$ cat src/rtl/i2c_fts_pkg.sv
// Shared types and constants for the I2C framed transfer sequencer.
// No dependencies; imported by every module of the block.

package i2c_fts_pkg;

   localparam int TX_DEPTH = 64;
   localparam int TX_AW    = (TX_DEPTH > 1) ? $clog2(TX_DEPTH) : 1;
   localparam int SEND_W   = $clog2(TX_DEPTH + 1);

   typedef enum logic [1:0] {
      CMD_LOAD  = 2'd0,
      CMD_START = 2'd1,
      CMD_EVENT = 2'd2
   } cmd_type;

   typedef enum logic [3:0] {
      PH_IDLE   = 4'd0,
      PH_ADDR   = 4'd1,
      PH_SLEN   = 4'd2,
      PH_SDATA  = 4'd3,
      PH_SCHK   = 4'd4,
      PH_SFIN   = 4'd5,
      PH_RSTART = 4'd6,
      PH_RLEN   = 4'd7,
      PH_RDATA  = 4'd8,
      PH_RCHK   = 4'd9,
      PH_WSTOP  = 4'd10
   } phase_type;

   typedef enum logic [2:0] {
      ACT_NONE    = 3'd0,
      ACT_START   = 3'd1,
      ACT_RESTART = 3'd2,
      ACT_STOP    = 3'd3,
      ACT_SEND    = 3'd4,
      ACT_CLOCK   = 3'd5,
      ACT_ACK     = 3'd6
   } act_type;

   typedef struct packed {
      act_type    bus_action;
      logic [7:0] send_byte;
      logic       rx_valid;
      logic [7:0] rx_position;
      logic [7:0] rx_data;
      logic       done_res;
      logic       check_error;
      logic [7:0] rx_total;
      logic       rejected;
   } rsp_type;

   typedef struct packed {
      logic             wr_en;
      logic [TX_AW-1:0] wr_addr;
      logic [7:0]       wr_data;
      logic [TX_AW-1:0] rd_addr;
   } store_ctl_type;

endpackage

$ cat src/rtl/i2c_fts_store.sv
// Transmit byte store: one write port, one registered read port.
// Depends on i2c_fts_pkg for the store depth and control struct.

module i2c_fts_store
   import i2c_fts_pkg::*;
(
   input  logic          clock,
   input  store_ctl_type ctl,
   output logic [7:0]    rd_data
);

   logic [7:0] tx_store_ff [TX_DEPTH];
   logic [7:0] rd_data_ff;

   always_ff @(posedge clock) begin
      if (ctl.wr_en) begin
         tx_store_ff[ctl.wr_addr] <= ctl.wr_data;
      end
      rd_data_ff <= tx_store_ff[ctl.rd_addr];
   end

   assign rd_data = rd_data_ff;

endmodule

$ cat src/rtl/i2c_fts_core.sv
// Transaction state and per-request update: phase, indices, checksum.
// Depends on i2c_fts_pkg; reads the store through its registered port.

module i2c_fts_core
   import i2c_fts_pkg::*;
(
   input  logic          clock,
   input  logic          reset,
   input  logic          accept,
   input  logic [1:0]    cmd,
   input  logic [7:0]    data_byte,
   input  logic [6:0]    slave_address,
   input  logic [6:0]    tx_count,
   input  logic [7:0]    rx_room,
   input  logic          arbitration_lost,
   input  logic          acked,
   input  logic [7:0]    store_data,
   output store_ctl_type store_ctl,
   output rsp_type       rsp
);

   phase_type         phase_ff, phase_in;
   logic              writing_ff, writing_in;
   logic [7:0]        byte_index_ff, byte_index_in;
   logic [7:0]        receive_limit_ff, receive_limit_in;
   logic [7:0]        running_sum_ff, running_sum_in;
   logic              need_clock_ff, need_clock_in;
   logic [6:0]        target_ff, target_in;
   logic [SEND_W-1:0] send_total_ff, send_total_in;
   logic [7:0]        read_room_ff, read_room_in;
   logic              mismatch_ff, mismatch_in;

   logic [7:0] addr_byte;
   logic [7:0] idx_inc;
   logic [7:0] send_total_ext;
   logic [7:0] limit_pick;
   logic       tx_clamp;

   assign addr_byte      = {target_ff, ~writing_ff};
   assign idx_inc        = byte_index_ff + 8'd1;
   assign send_total_ext = 8'(send_total_ff);
   assign limit_pick     = (data_byte < read_room_ff) ? data_byte : read_room_ff;
   assign tx_clamp       = ({1'b0, tx_count} > 8'(TX_DEPTH));

   always_ff @(posedge clock) begin
      if (reset) begin
         phase_ff         <= PH_IDLE;
         writing_ff       <= 1'b0;
         byte_index_ff    <= '0;
         receive_limit_ff <= '0;
         running_sum_ff   <= '0;
         need_clock_ff    <= 1'b0;
         target_ff        <= '0;
         send_total_ff    <= '0;
         read_room_ff     <= '0;
         mismatch_ff      <= 1'b0;
      end else begin
         phase_ff         <= phase_in;
         writing_ff       <= writing_in;
         byte_index_ff    <= byte_index_in;
         receive_limit_ff <= receive_limit_in;
         running_sum_ff   <= running_sum_in;
         need_clock_ff    <= need_clock_in;
         target_ff        <= target_in;
         send_total_ff    <= send_total_in;
         read_room_ff     <= read_room_in;
         mismatch_ff      <= mismatch_in;
      end
   end

   always_comb begin
      phase_in          = phase_ff;
      writing_in        = writing_ff;
      byte_index_in     = byte_index_ff;
      receive_limit_in  = receive_limit_ff;
      running_sum_in    = running_sum_ff;
      need_clock_in     = need_clock_ff;
      target_in         = target_ff;
      send_total_in     = send_total_ff;
      read_room_in      = read_room_ff;
      mismatch_in       = mismatch_ff;
      rsp               = '0;
      rsp.bus_action    = ACT_NONE;
      store_ctl.wr_en   = 1'b0;
      store_ctl.wr_addr = byte_index_ff[TX_AW-1:0];
      store_ctl.wr_data = data_byte;

      if (accept) begin
         case (cmd_type'(cmd))
            CMD_LOAD: begin
               if (phase_ff == PH_IDLE && byte_index_ff < 8'(TX_DEPTH)) begin
                  store_ctl.wr_en = 1'b1;
                  byte_index_in   = idx_inc;
               end
            end
            CMD_START: begin
               if (phase_ff != PH_IDLE || (tx_count == '0 && rx_room == '0)) begin
                  rsp.rejected = 1'b1;
               end else begin
                  target_in        = slave_address;
                  send_total_in    = tx_clamp ? SEND_W'(TX_DEPTH) : SEND_W'(tx_count);
                  read_room_in     = rx_room;
                  writing_in       = (tx_count != '0);
                  byte_index_in    = '0;
                  running_sum_in   = '0;
                  receive_limit_in = '0;
                  need_clock_in    = 1'b0;
                  mismatch_in      = 1'b0;
                  phase_in         = PH_ADDR;
                  rsp.bus_action   = ACT_START;
               end
            end
            CMD_EVENT: begin
               case (phase_ff)
                  PH_ADDR: begin
                     if (arbitration_lost) begin
                        rsp.bus_action = ACT_START;
                     end else begin
                        rsp.bus_action = ACT_SEND;
                        rsp.send_byte  = addr_byte;
                        byte_index_in  = '0;
                        running_sum_in = addr_byte;
                        phase_in       = writing_ff ? PH_SLEN : PH_RSTART;
                     end
                  end
                  PH_SLEN, PH_SDATA, PH_SCHK, PH_SFIN: begin
                     if (arbitration_lost) begin
                        rsp.bus_action = ACT_START;
                        phase_in       = PH_ADDR;
                     end else if (acked && phase_ff != PH_SFIN) begin
                        rsp.bus_action = ACT_SEND;
                        if (phase_ff == PH_SLEN) begin
                           rsp.send_byte  = send_total_ext;
                           running_sum_in = running_sum_ff + send_total_ext;
                           phase_in       = (send_total_ff != '0) ? PH_SDATA : PH_SCHK;
                        end else if (phase_ff == PH_SDATA) begin
                           rsp.send_byte  = store_data;
                           byte_index_in  = idx_inc;
                           running_sum_in = running_sum_ff + store_data;
                           if (idx_inc >= send_total_ext) begin
                              phase_in = PH_SCHK;
                           end
                        end else begin
                           rsp.send_byte = running_sum_ff;
                           phase_in      = PH_SFIN;
                        end
                     end else if (read_room_ff != '0) begin
                        // write phase over: turn the bus around for the read
                        rsp.bus_action = ACT_RESTART;
                        writing_in     = 1'b0;
                        phase_in       = PH_ADDR;
                     end else begin
                        rsp.bus_action = ACT_STOP;
                        phase_in       = PH_WSTOP;
                     end
                  end
                  PH_RSTART: begin
                     if (acked) begin
                        rsp.bus_action = ACT_CLOCK;
                        phase_in       = PH_RLEN;
                     end else begin
                        rsp.bus_action = ACT_STOP;
                        phase_in       = PH_WSTOP;
                     end
                  end
                  PH_RLEN: begin
                     receive_limit_in = limit_pick;
                     running_sum_in   = running_sum_ff + data_byte;
                     rsp.bus_action   = ACT_ACK;
                     need_clock_in    = 1'b1;
                     phase_in         = (limit_pick != '0) ? PH_RDATA : PH_RCHK;
                  end
                  PH_RDATA: begin
                     if (need_clock_ff) begin
                        rsp.bus_action = ACT_CLOCK;
                        need_clock_in  = 1'b0;
                     end else begin
                        rsp.bus_action  = ACT_ACK;
                        rsp.rx_valid    = 1'b1;
                        rsp.rx_position = byte_index_ff;
                        rsp.rx_data     = data_byte;
                        byte_index_in   = idx_inc;
                        running_sum_in  = running_sum_ff + data_byte;
                        need_clock_in   = 1'b1;
                        if (idx_inc >= receive_limit_ff) begin
                           phase_in = PH_RCHK;
                        end
                     end
                  end
                  PH_RCHK: begin
                     if (need_clock_ff) begin
                        rsp.bus_action = ACT_CLOCK;
                        need_clock_in  = 1'b0;
                     end else begin
                        mismatch_in    = (data_byte != running_sum_ff);
                        rsp.bus_action = ACT_STOP;
                        phase_in       = PH_WSTOP;
                     end
                  end
                  PH_WSTOP: begin
                     rsp.done_res    = 1'b1;
                     rsp.check_error = mismatch_ff;
                     rsp.rx_total    = writing_ff ? 8'd0 : byte_index_ff;
                     byte_index_in   = '0;
                     phase_in        = PH_IDLE;
                  end
                  default: begin
                     // idle: drop the event
                  end
               endcase
            end
            default: begin
               // unused command code: no action
            end
         endcase
      end

      // prefetch the entry the next request may send
      store_ctl.rd_addr = byte_index_in[TX_AW-1:0];
   end

   a_leave_idle_to_addr: assert property (@(posedge clock) disable iff (reset)
      (phase_ff == PH_IDLE && phase_in != PH_IDLE) |-> phase_in == PH_ADDR)
      else $error("idle left for a phase other than address");

   a_need_clock_in_read: assert property (@(posedge clock) disable iff (reset)
      need_clock_ff |-> (phase_ff == PH_RDATA || phase_ff == PH_RCHK))
      else $error("clock request pending outside read data/check");

   a_store_write_idle: assert property (@(posedge clock) disable iff (reset)
      store_ctl.wr_en |-> (phase_ff == PH_IDLE && byte_index_ff < 8'(TX_DEPTH)))
      else $error("store written while busy or full");

   a_send_index_range: assert property (@(posedge clock) disable iff (reset)
      phase_ff == PH_SDATA |-> byte_index_ff < send_total_ext)
      else $error("send index past transmit count");

   a_prefetch_follows: assert property (@(posedge clock) disable iff (reset)
      !accept |=> byte_index_ff == $past(byte_index_ff))
      else $error("byte index moved without a request");

endmodule

$ cat src/rtl/i2c_framed_transfer_sequencer.sv
// Top level of the I2C framed transfer sequencer: handshake and result register.
// Depends on i2c_fts_pkg, i2c_fts_store and i2c_fts_core.
//
//   channel | direction | handshake          | payload
//   req     | in        | req_valid/req_stall | cmd, data, address, counts, bus event
//   rsp     | out       | rsp_valid/rsp_stall | one bus action and status per request
//
// Every request gives exactly one response, in the cycle after it is accepted.
// A request can be accepted every cycle; the only limit is the response register:
// req_stall is high while a response waits and rsp_stall holds it.
// Reset (synchronous) returns to idle with an empty transmit store count.
// The transmit store is read through a registered port, prefetched at the next index.

module i2c_framed_transfer_sequencer
   import i2c_fts_pkg::*;
(
   input  logic       clock,
   input  logic       reset,
   input  logic       req_valid,
   output logic       req_stall,
   input  logic [1:0] req_cmd,
   input  logic [7:0] req_data_byte,
   input  logic [6:0] req_slave_address,
   input  logic [6:0] req_tx_count,
   input  logic [7:0] req_rx_room,
   input  logic       req_arbitration_lost,
   input  logic       req_acked,
   output logic       rsp_valid,
   input  logic       rsp_stall,
   output logic [2:0] rsp_bus_action,
   output logic [7:0] rsp_send_byte,
   output logic       rsp_rx_valid,
   output logic [7:0] rsp_rx_position,
   output logic [7:0] rsp_rx_data,
   output logic       rsp_done_res,
   output logic       rsp_check_error,
   output logic [7:0] rsp_rx_total,
   output logic       rsp_rejected
);

   logic          accept;
   logic          rsp_valid_ff, rsp_valid_in;
   rsp_type       rsp_ff;
   rsp_type       core_rsp;
   store_ctl_type store_ctl;
   logic [7:0]    store_data;

   assign req_stall = rsp_valid_ff && rsp_stall;
   assign accept    = req_valid && !req_stall;

   i2c_fts_store u_store (
      .clock   (clock),
      .ctl     (store_ctl),
      .rd_data (store_data)
   );

   i2c_fts_core u_core (
      .clock            (clock),
      .reset            (reset),
      .accept           (accept),
      .cmd              (req_cmd),
      .data_byte        (req_data_byte),
      .slave_address    (req_slave_address),
      .tx_count         (req_tx_count),
      .rx_room          (req_rx_room),
      .arbitration_lost (req_arbitration_lost),
      .acked            (req_acked),
      .store_data       (store_data),
      .store_ctl        (store_ctl),
      .rsp              (core_rsp)
   );

   always_comb begin
      rsp_valid_in = rsp_valid_ff;
      if (accept) begin
         rsp_valid_in = 1'b1;
      end else if (!rsp_stall) begin
         rsp_valid_in = 1'b0;
      end
   end

   always_ff @(posedge clock) begin
      if (reset) begin
         rsp_valid_ff <= 1'b0;
      end else begin
         rsp_valid_ff <= rsp_valid_in;
      end
   end

   // hold the response payload until the next request replaces it
   always_ff @(posedge clock) begin
      if (accept) begin
         rsp_ff <= core_rsp;
      end
   end

   assign rsp_valid       = rsp_valid_ff;
   assign rsp_bus_action  = rsp_ff.bus_action;
   assign rsp_send_byte   = rsp_ff.send_byte;
   assign rsp_rx_valid    = rsp_ff.rx_valid;
   assign rsp_rx_position = rsp_ff.rx_position;
   assign rsp_rx_data     = rsp_ff.rx_data;
   assign rsp_done_res    = rsp_ff.done_res;
   assign rsp_check_error = rsp_ff.check_error;
   assign rsp_rx_total    = rsp_ff.rx_total;
   assign rsp_rejected    = rsp_ff.rejected;

endmodule

$ cat config.mk
export PLATFORM = sky130hd
export DESIGN_NAME = i2c_framed_transfer_sequencer
export DESIGN_NICKNAME = d
export VERILOG_FILES = /design/src/rtl/i2c_fts_pkg.sv /design/src/rtl/i2c_fts_store.sv /design/src/rtl/i2c_fts_core.sv /design/src/rtl/i2c_framed_transfer_sequencer.sv
export SDC_FILE = /design/constraint.sdc
export NUM_CORES = 1
export LEC_CHECK = 0
export BUFFER_PORTS_ARGS = -buffer_cell sky130_fd_sc_hd__buf_2
export CORE_UTILIZATION = 59
export CTS_CLUSTER_DIAMETER = 30
export DETAILED_ROUTE_END_ITERATION = 10
export PLACE_DENSITY = 0.75
export RECOVER_POWER = 50
export SLEW_MARGIN = 20
export SYNTH_ARGS = -nofsm -noshare
export SYNTH_HDL_FRONTEND = slang
export SYNTH_SLANG_ARGS = --single-unit
$ cat constraint.sdc
create_clock -name clock -period 11.45 [get_ports clock]
set_input_delay 1.145 -clock clock [delete_from_list [all_inputs] [get_ports clock]]
set_output_delay 1.145 -clock clock [all_outputs]
set_load 0.005 [all_outputs]
==> metrics.md <==
| Metric | Value |
|---|---|
| ANT nets after route | 0 |
| Max Slew Vio Count | 615 |
| Hold Path Class | reg -> reg |
| Placed inst area | 27400 um2 |
| Global-route wire length before repair | 108000 um |
| H-tree Lvls | 3 |
| Seq/Total Area, Yosys | 67.2% |
| Post-CTS sizing | 0 |
| Tmin final | 7.24 ns |
| Slew HR | -148% |
| Setup TNS | 0 ns |
| # rows | 77 |
| Detailed placement HPWL | 43500 um |
| Core Util, Final | 70.1% |
| Fill cell count | 2989 |
| Root buffer cell | clkbuf_16 |
| GRT overflow | 0 |
| Post-CTS setup buffers | 0 |
| WP data required | 11.96 ns |
| Wirelength, routed | 72300 um |
| Die span in y | 214 um |
| Routability cong. | 0.958 |
| Setup violations, final | 0 |
| Synth Flop Type | edfxtp_1 |
| Nets | 2280 |
| Post-Synthesis Cells | 2109 |
| Clk pin slew, worst setup/hold paths | 0.05 ns |
| Finished Cell Area | 31000 um2 |
| Die ar. | 45700 um2 |
| Vias | 18400 |
| Type of the worst setup path | in -> reg |
| Share of cells above drive strength 1 | 11.4% |
| Area Overhead vs Synth | 17.1% |
| Vias in the first global route | 17900 |
| Seq cells post-synth | 613 |
| Crit path max fanout | 58 |
| Initial drt markers | 2075 |
| Number of I/O port buffers | 78 |
| Adder-cell share of the synthesized area | 1.68% |
| Failing checks | capacitance limit, slew limit |
| Area share of xor/xnor cells in the synthesized design | 0.728% |
| Setup Skew | 0.0319 ns |
| Startpoint Class | primary input |
| Initial Utilization | 59.9% |
| Synth Area in Simple Gates | 14.4% |
| Pwr Density | 190 nW/um2 |
| Tightest Pin Transition | 3.73 ns |
| CP Capture Type | flip-flop |
| Hold slack | 0.451 ns |
| Boundary pin count | 79 |
| CTS Buf Count | 108 |
| Initial antenna violation count | 1 |
| GR Util All Layers | 32.3% |
| Post-synth net total | 2182 |
| Fin. Hold Viols | 0 |
| Reg2reg start | rsp_valid |
| Cell Count, Final, Fillers Out | 2892 |
| Synth cell types | 82 |
| Number of max-cap violations | 12 |
| Placed cells | 2689 |
| CTS Hold Buffers Added | 0 |
| Reg2reg end | u_store.rd_data[2] |
| Die span in x | 214 um |
| CP endpoint | u_store.rd_data[2] |
| RSZ-0062 raised after global routing | false |
| Diodes inserted | 0 |
| Wire length per cell | 25.0 um |
| Complex-gate fraction of the synthesized area | 9.63% |
| Syn. warnings | 0 |
| IR drop worst, VDD | 152 uV |
| Proportion of synthesized area in mux cells | 3.68% |
| Area of the mapped netlist | 26500 um2 |
| Hold Crit Start | u_core.receive_limit_ff[1] |
| Fraction of registers with async set/reset | 0% |
| Clock Latency Late Sink | 0.67 ns |
| Main combinational cell family by area after synthesis | simple AND/OR/NAND/NOR gates |
| Post-route DRC | 0 |
| EDFF count, synth | 551 |
| CP Launch Point | rsp_stall |
| CTS tree | built |
| Clock sink count | 613 |
| Reg2Reg Setup Slack | 4.53 ns |
| Largest net degree at the start of global routing | 200 |
| Syn avg cell area | 12.6 um2 |
| Fin crit share | 63.2% |
| CTS max path bufs | 3 |
| Core Region | 44200 um2 |
| Vias/cell | 6.36 |
| DR pass1 iterations | 8 |
| LEAKAGE | 10.8 nW |
| Crit path arrival time | 7.75 ns |
| Max Fclk | 0.138 GHz |
| Worst reg2reg path depth | 13 |
| Status | complete, but fails checks |
## registers in the layout, indices dropped and copies added (netlist names)
register and count:
rsp_rx_valid 1, rsp_valid 1, u_core.writing_ff 1, u_core.mismatch_ff 1, u_core.need_clock_ff 1, rsp_rx_data 8, rsp_check_error 1, u_core.send_total_ff 7
u_core.phase_ff 4, u_store.tx_store_ff 512, rsp_bus_action 3, rsp_done_res 1, u_core.receive_limit_ff 8, rsp_rejected 1, u_core.read_room_ff 8, u_store.rd_data 8
u_core.target_ff 7, rsp_send_byte 8, rsp_rx_position 8, u_core.byte_index_ff 8, u_core.running_sum_ff 8, rsp_rx_total 8
## cell usage in the layout (no fill, tap or decap), types with 16 or more instances in the layout
| cell type | synthesis | routed |
|---|---|---|
| a211oi_1 | 62 | 62 |
| a21o_1 | 18 | 18 |
| a21oi_1 | 71 | 69 |
| a311oi_1 | 16 | 16 |
| a31oi_1 | 28 | 28 |
| a32oi_1 | 43 | 43 |
| and2_1 | 27 | 28 |
| and3_1 | 72 | 72 |
| buf_2 | 33 | 34 |
| buf_4 | 5 | 20 |
| clkbuf_1 | 77 | 72 |
| clkbuf_16 | 0 | 109 |
| clkinv_1 | 4 | 16 |
| dfxtp_1 | 62 | 62 |
| edfxtp_1 | 551 | 551 |
| ha_1 | 34 | 34 |
| inv_1 | 40 | 40 |
| mux2i_1 | 94 | 94 |
| nand2_1 | 369 | 369 |
| nand3_1 | 101 | 101 |
| nand4_1 | 38 | 38 |
| nor2_1 | 124 | 123 |
| nor4_1 | 16 | 16 |
| o21ai_0 | 35 | 35 |
## logic make-up (layout without fill, tap and decap cells)
| kind of cell | Yosys count | in the layout |
|---|---|---|
| AND/OR/NAND/NOR | 819 | 819 |
| adder cells (fa/ha/maj) | 35 | 35 |
| flip-flops | 613 | 613 |
| multiplexers | 97 | 97 |
| AO/OA/AOI/OAI | 355 | 355 |
| buffers and inverters | 168 | 359 |
| XOR/XNOR | 22 | 22 |
## worst min-delay path by stage
stage / endpoint / cells past startpoint
global placement: u_core.receive_limit_ff[4] / 2
finish: u_core.receive_limit_ff[1] / 2
floorplan: u_core.receive_limit_ff[1] / 2
detailed placement: u_core.receive_limit_ff[1] / 2
CTS: u_core.receive_limit_ff[1] / 2
global route: u_core.receive_limit_ff[7] / 2
## routing by layer
metal,global-route usage (%),wire (um),vias to the layer above
met5,0,0,-
met4,17.1,3350,0
met3,7.07,6810,209
met2,51.5,34800,1017
met1,41.8,27300,8993
li1,-,-,8175
## area by class of cell
class                      instances  area, um2  area share (%)
timing repair buffer             112        554            1.79
clock buffer                     129       2850            9.20
inverter                          44        165           0.532
clock inverter                    74        856            2.76
sequential                       613      17800            57.3
multi-input combinational       1328       8060            26.0
tap                              592        741            2.39
## power by group
part	leakage, nW	switching (mW)	internal (mW)
Clock	1.78	1.13	2.04
Combinational	3.52	0.169	0.0681
Sequential	5.50	0.0136	2.46
Total	10.8	1.32	4.57
## metrics by stage
step           setup slack [ns]  power (mW)
6_report                   4.21        5.89
5_1_grt                    3.64        6.02
4_1_cts                    5.89        5.90
3_5_place_dp               5.27        2.74
3_3_place_gp               5.51        2.74
2_1_floorplan              7.04        2.64
## synth_stat cells, types with 4 or more instances
library cell	instances	area, um2
dfxtp_1	62	1240
nor2_1	124	465
xor2_1	13	114
nand3_1	101	505
and2_1	27	169
nand2b_1	15	93.8
a21oi_1	71	355
a22oi_1	13	97.6
inv_1	40	150
nor4_1	16	100
o211ai_1	5	37.5
buf_1	7	26.3
buf_2	33	165
clkbuf_1	77	289
a21boi_0	9	67.6
buf_4	5	37.5
o21bai_1	4	30.0
nand2_1	369	1390
o22ai_1	8	50.1
nor3b_1	7	52.6
and3_1	72	450
or4_1	5	37.5
nor3_1	13	65.1
edfxtp_1	551	16500
nand4_1	38	238
nor2b_1	7	43.8
mux2i_1	94	941
clkinv_1	4	15.0
o2111a_1	7	78.8
a21o_1	18	135
ha_1	34	425
o21ai_0	35	175
a32oi_1	43	377
xnor2_1	9	78.8
a31oi_1	28	175
a211oi_1	62	465
a311oi_1	16	140
## worst max-delay path: stages
cell      delay (ns)
buf_2           0.10
a21bo_1         0.24
clkinv_1        0.06
clkbuf_1        1.69
nand2_1         0.46
a31oi_2         0.59
nand2_1         0.74
buf_4           0.47
nand2_4         0.50
buf_4           0.61
mux2i_1         0.28
a211oi_1        0.11
nor4_1          0.48
nand4_1         0.17
No activity file was read; power rests on OpenSTA's default activity.
